### src/hdl/dmps_pkg.sv
// Shared types, widths and codes for the diamond maximum path sum unit.
`timescale 1ns / 1ps
`default_nettype none

package dmps_pkg;

  localparam int VALUE_W = 16;
  localparam int SUM_W = 24;
  localparam int HALF_W = 8;
  localparam int ROW_W = HALF_W + 1;
  localparam int COL_W = HALF_W;
  localparam int KIND_W = 2;
  localparam int Q_DEPTH = 2;
  localparam int OUT_DEPTH = 2;

  localparam logic [SUM_W-1:0] SUM_MAX = {SUM_W{1'b1}};

  localparam logic [KIND_W-1:0] KIND_FIRST = 2'd0;
  localparam logic [KIND_W-1:0] KIND_WIDEN = 2'd1;
  localparam logic [KIND_W-1:0] KIND_NARROW = 2'd2;

  typedef struct packed {
    logic [VALUE_W-1:0] value;
    logic [COL_W-1:0] col;
    logic [KIND_W-1:0] kind;
    logic has_left;
    logic has_same;
    logic last;
  } cell_t;

  function automatic logic [SUM_W-1:0] max_sum(input logic [SUM_W-1:0] a,
                                               input logic [SUM_W-1:0] b);
    return (a > b) ? a : b;
  endfunction

endpackage

`default_nettype wire

### src/hdl/dmps_cell_queue.sv
// Short queue of classified cells between front and back.
`timescale 1ns / 1ps
`default_nettype none

module dmps_cell_queue (
  input  wire logic            clk,
  input  wire logic            rst,
  input  wire logic            push,
  input  wire dmps_pkg::cell_t wr_cell,
  output logic                 full,
  output logic                 empty,
  input  wire logic            pop,
  output dmps_pkg::cell_t      rd_cell
);

  localparam int DEPTH = dmps_pkg::Q_DEPTH;
  localparam int PW = (DEPTH > 1) ? $clog2(DEPTH) : 1;
  localparam int CW = $clog2(DEPTH + 1);

  dmps_pkg::cell_t entries [DEPTH];
  logic [PW-1:0] wp;
  logic [PW-1:0] rp;
  logic [CW-1:0] count;
  logic          do_push;
  logic          do_pop;

  assign full = count == CW'(DEPTH);
  assign empty = count == '0;
  assign do_push = push && !full;
  assign do_pop = pop && !empty;
  assign rd_cell = entries[rp];

  always_ff @(posedge clk) begin
    if (do_push) begin
      entries[wp] <= wr_cell;
    end
  end

  always_ff @(posedge clk) begin
    if (rst) begin
      wp <= '0;
      rp <= '0;
      count <= '0;
    end else begin
      if (do_push) begin
        wp <= (wp == PW'(DEPTH - 1)) ? '0 : wp + PW'(1);
      end
      if (do_pop) begin
        rp <= (rp == PW'(DEPTH - 1)) ? '0 : rp + PW'(1);
      end
      count <= count + CW'(do_push) - CW'(do_pop);
    end
  end

  a_push_fills: assert property (@(posedge clk) disable iff (rst) do_push |=> !empty)
    else $error("cell queue empty after a transfer in");

endmodule

`default_nettype wire

### config.mk
export PLATFORM = sky130hd
export DESIGN_NAME = dmps_cell_queue
export DESIGN_NICKNAME = d
export VERILOG_FILES = /design/src/hdl/dmps_pkg.sv /design/src/hdl/dmps_cell_queue.sv
export SDC_FILE = /design/constraint.sdc
export NUM_CORES = 1
export LEC_CHECK = 0
export BUFFER_PORTS_ARGS = -buffer_cell sky130_fd_sc_hd__buf_2
export CAP_MARGIN = 20
export CORE_MARGIN = 2
export CORE_UTILIZATION = 45
export DETAILED_ROUTE_END_ITERATION = 6
export PLACE_DENSITY = 0.7
export SYNTH_ARGS = -nofsm -noshare
export SYNTH_HDL_FRONTEND = slang
export SYNTH_SLANG_ARGS = --single-unit
### constraint.sdc
create_clock -name clk -period 2.2 [get_ports clk]
set_input_delay 0.11 -clock clk [delete_from_list [all_inputs] [get_ports clk]]
set_output_delay 0.11 -clock clk [all_outputs]
set_load 0.02 [all_outputs]
==> impl_metrics.ini <==
[status]
outcome = completed

[setup_path]
cp.arrival_ns = 1.85
rrSetupSlack_ns = 0.37
worstReg2RegEnd = entries[0][26]$_DFFE_PP_
startpoint_type = register
critPathMaxFanout = 12
cp.required_ns = 2.22
worst_setup_path_end_kind = register
crit_type = register to register
critPathCapture = entries[0][26]$_DFFE_PP_
startpoint = count[0]$_SDFF_PP0_
r2r-start = count[0]$_SDFF_PP0_
reg2reg_depth = 5

[final_layout]
areaGrowthSynthToFinish_pct = 38.42
multi_input_area_sq_um = 445.4
drive_gt1_frac = 0.4890
seq_area_sq_mm = 0.001842
antenna_cells = 0
nets = 257
fill_cells = 363
fin_area_sq_mm = 0.003214
final_util = 0.6375

[sta]
tightest_slew_ns = 0.6772
finalClockSkew_ns = 0.004914
slew_violations = 0
grt_setup_unrepaired = false
setup_viol = 0
hold_violations = 0
tns_ns = 0
max_freq_ghz = 0.5470
finalCritPeriodShare = 0.8309
relSlewSlack = 0.5486
min_period_ns = 1.828

[power_and_ir_drop]
p_leak_nw = 1.258
powerDensity_mw_per_mm2 = 1127
vdd_drop_max_mv = 0.6033

[logic_synthesis]
ys_seq_area_frac = 0.7931
syn_area_per_cell_sq_um = 19.85
synth_fa_ha_area_frac = 0.01078
syn_nets = 152
ys_ff_latch = 63
ys.warnings.count = 0
synth.cell_area_sq_mm = 0.002322
synth-simple-area-share = 0.02532
ys_types = 21
synthMuxAreaShare = 0.1406
synth_compound_area_frac = 0.007543
netlist_instances = 117
synth_top_family_by_area = multiplexers
synth_xor_area_frac = 0.007543

[clocking]
cts.clk_slew.worst_paths_ns = 0.06
cts.path.max_buffers = 2
h-tree-depth = 3
cts_buffers = 9
clock-sinks = 63
tritoncts = yes
cts_resized = 0
cts-root-buf = clkbuf_8
clk_latency_ns = 0.33

[die]
chipHeight_um = 75.84
start_util = 0.4605
ios = 64
die_w_um = 75.84
core_sq_mm = 0.005042
design.die.area_sq_mm = 0.005751
fp-row-count = 26

[grt]
grt_pass1_wl_mm = 6.058
grt_pass1_vias = 1320
overflow = 0
grt_usage = 0.1539
antenna_found_initial = 0
grt_start_max_net_pins = 30

[detailed_routing]
drt_first_iter_violations = 31
detail_route.vias_per_cell = 4.633
postRouteAntennaNets = 0
drc = 0
wl_mm = 4.327
vias = 1376
dr.pass1.iters = 4
wl_per_cell_um = 14.57

[flow_run]
drv_cap = 0

[placement]
gp_congestion = 0.6657
portBuffers = 63
dp_hpwl_mm = 2.832
placed_area_sq_mm = 0.002735

[worst_hold_path]
min_path_type = input port to register
repair_timing:
| action | CTS | global route |
|---|---|---|
| hold buffers | 30 | 0 |
| buffers inserted | 0 | 0 |
| endpoints found under the hold margin | 59 | 0 |
area by class of cell:
cell class	instances	area share
sequential	63	0.5730
timing repair buffer	97	0.2009
multi-input combinational	47	0.1386
clock buffer	10	0.03970
tap	70	0.02725
clock inverter	6	0.01596
inverter	4	0.004671
sequential cells by signal, indices dropped and copies added (netlist names), named ones only:
register  cells
entries      58
rp            1
wp            1
count         2
how the worst min path moves through the flow:
stage | start | endpoint | cells after the start
floorplan | rst | wp$_SDFFE_PP0P_ | 1
global placement | wr_cell[23] | entries[1][23]$_DFFE_PP_ | 1
detailed placement | wr_cell[23] | entries[1][23]$_DFFE_PP_ | 1
CTS | push | wp$_SDFFE_PP0P_ | 4
global route | push | wp$_SDFFE_PP0P_ | 4
finish | push | wp$_SDFFE_PP0P_ | 4
layout by cell type (no fill, tap or decap), drive strengths merged:
cell / netlist / layout
buf: 3 / 67
edfxtp: 58 / 58
dlygate4sd3: 0 / 30
mux2: 29 / 29
clkbuf: 0 / 10
dfxtp: 5 / 5
clkinv: 0 / 5
nor2: 4 / 4
inv: 4 / 4
ha: 2 / 2
o21a: 1 / 1
nand2b: 1 / 1
nand2: 1 / 1
and3: 1 / 1
or3: 1 / 1
nor2b: 1 / 1
xnor2: 1 / 1
o21ai: 1 / 1
a21oi: 1 / 1
xor2: 1 / 1
and2: 1 / 1
nor3: 1 / 1
bufinv: 0 / 1
critical path, stage by stage, from the launching register on:
cell and delay, ns:
dfxtp_1 0.37, nand2b_2 0.16, inv_2 0.05, or3_1 0.32, inv_1 0.32, buf_4 0.30
report_power, final:
| group | total, mW | switching [mW] | internal (mW) |
|---|---|---|---|
| clock network | 0.909 | 0.401 | 0.508 |
| logic | 1.12 | 0.646 | 0.478 |
| registers | 1.59 | 0.0594 | 1.53 |
| total | 3.62 | 1.11 | 2.52 |
per-stage QoR:
stage | hold WS [ns] | instances | setup WS [ns] | power, mW
6_report | 0.1640 | 297 | 0.3719 | 3.623
5_1_grt | 0.1756 | 297 | 0.2594 | 3.795
4_1_cts | 0.1461 | 297 | 0.3406 | 3.661
3_5_place_dp | 0.3035 | 251 | 0.3519 | 2.713
3_3_place_gp | 0.3020 | 251 | 0.4675 | 2.665
2_1_floorplan | 0.1791 | 117 | 0.3502 | 2.359
cells in the mapped netlist, drive strengths merged:
| master | instances | area (sq um) |
|---|---|---|
| edfxtp | 58 | 1742 |
| mux2 | 29 | 326.6 |
| dfxtp | 5 | 100.1 |
| inv | 4 | 15.01 |
| nor2 | 4 | 15.01 |
| buf | 3 | 20.01 |
| ha | 2 | 25.02 |
| a21oi | 1 | 5.000 |
| and2 | 1 | 6.260 |
| and3 | 1 | 7.510 |
| nand2 | 1 | 3.750 |
| nand2b | 1 | 8.760 |
| nor2b | 1 | 6.260 |
| nor3 | 1 | 5.000 |
| o21a | 1 | 7.510 |
| o21ai | 1 | 5.000 |
| or3 | 1 | 6.260 |
| xnor2 | 1 | 8.760 |
| xor2 | 1 | 8.760 |
per-layer routing:
layer  track usage  part of all wire  up-vias
met5             0                 0        -
met4       0.09357             0.018        0
met3       0.04630             0.065        7
met2        0.2423              0.48       53
met1        0.1863              0.44      659
li1              -                 -      657
kinds of logic after synthesis:
kind of cell	count (synthesis)
muxes	29
DFF	63
buffers and inverters	7
xor gates and xnor gates	2
AOI/OAI and AO/OA	3
adders and majority gates	2
and+or+nand+nor	11
(Power assumes the default switching activity.)
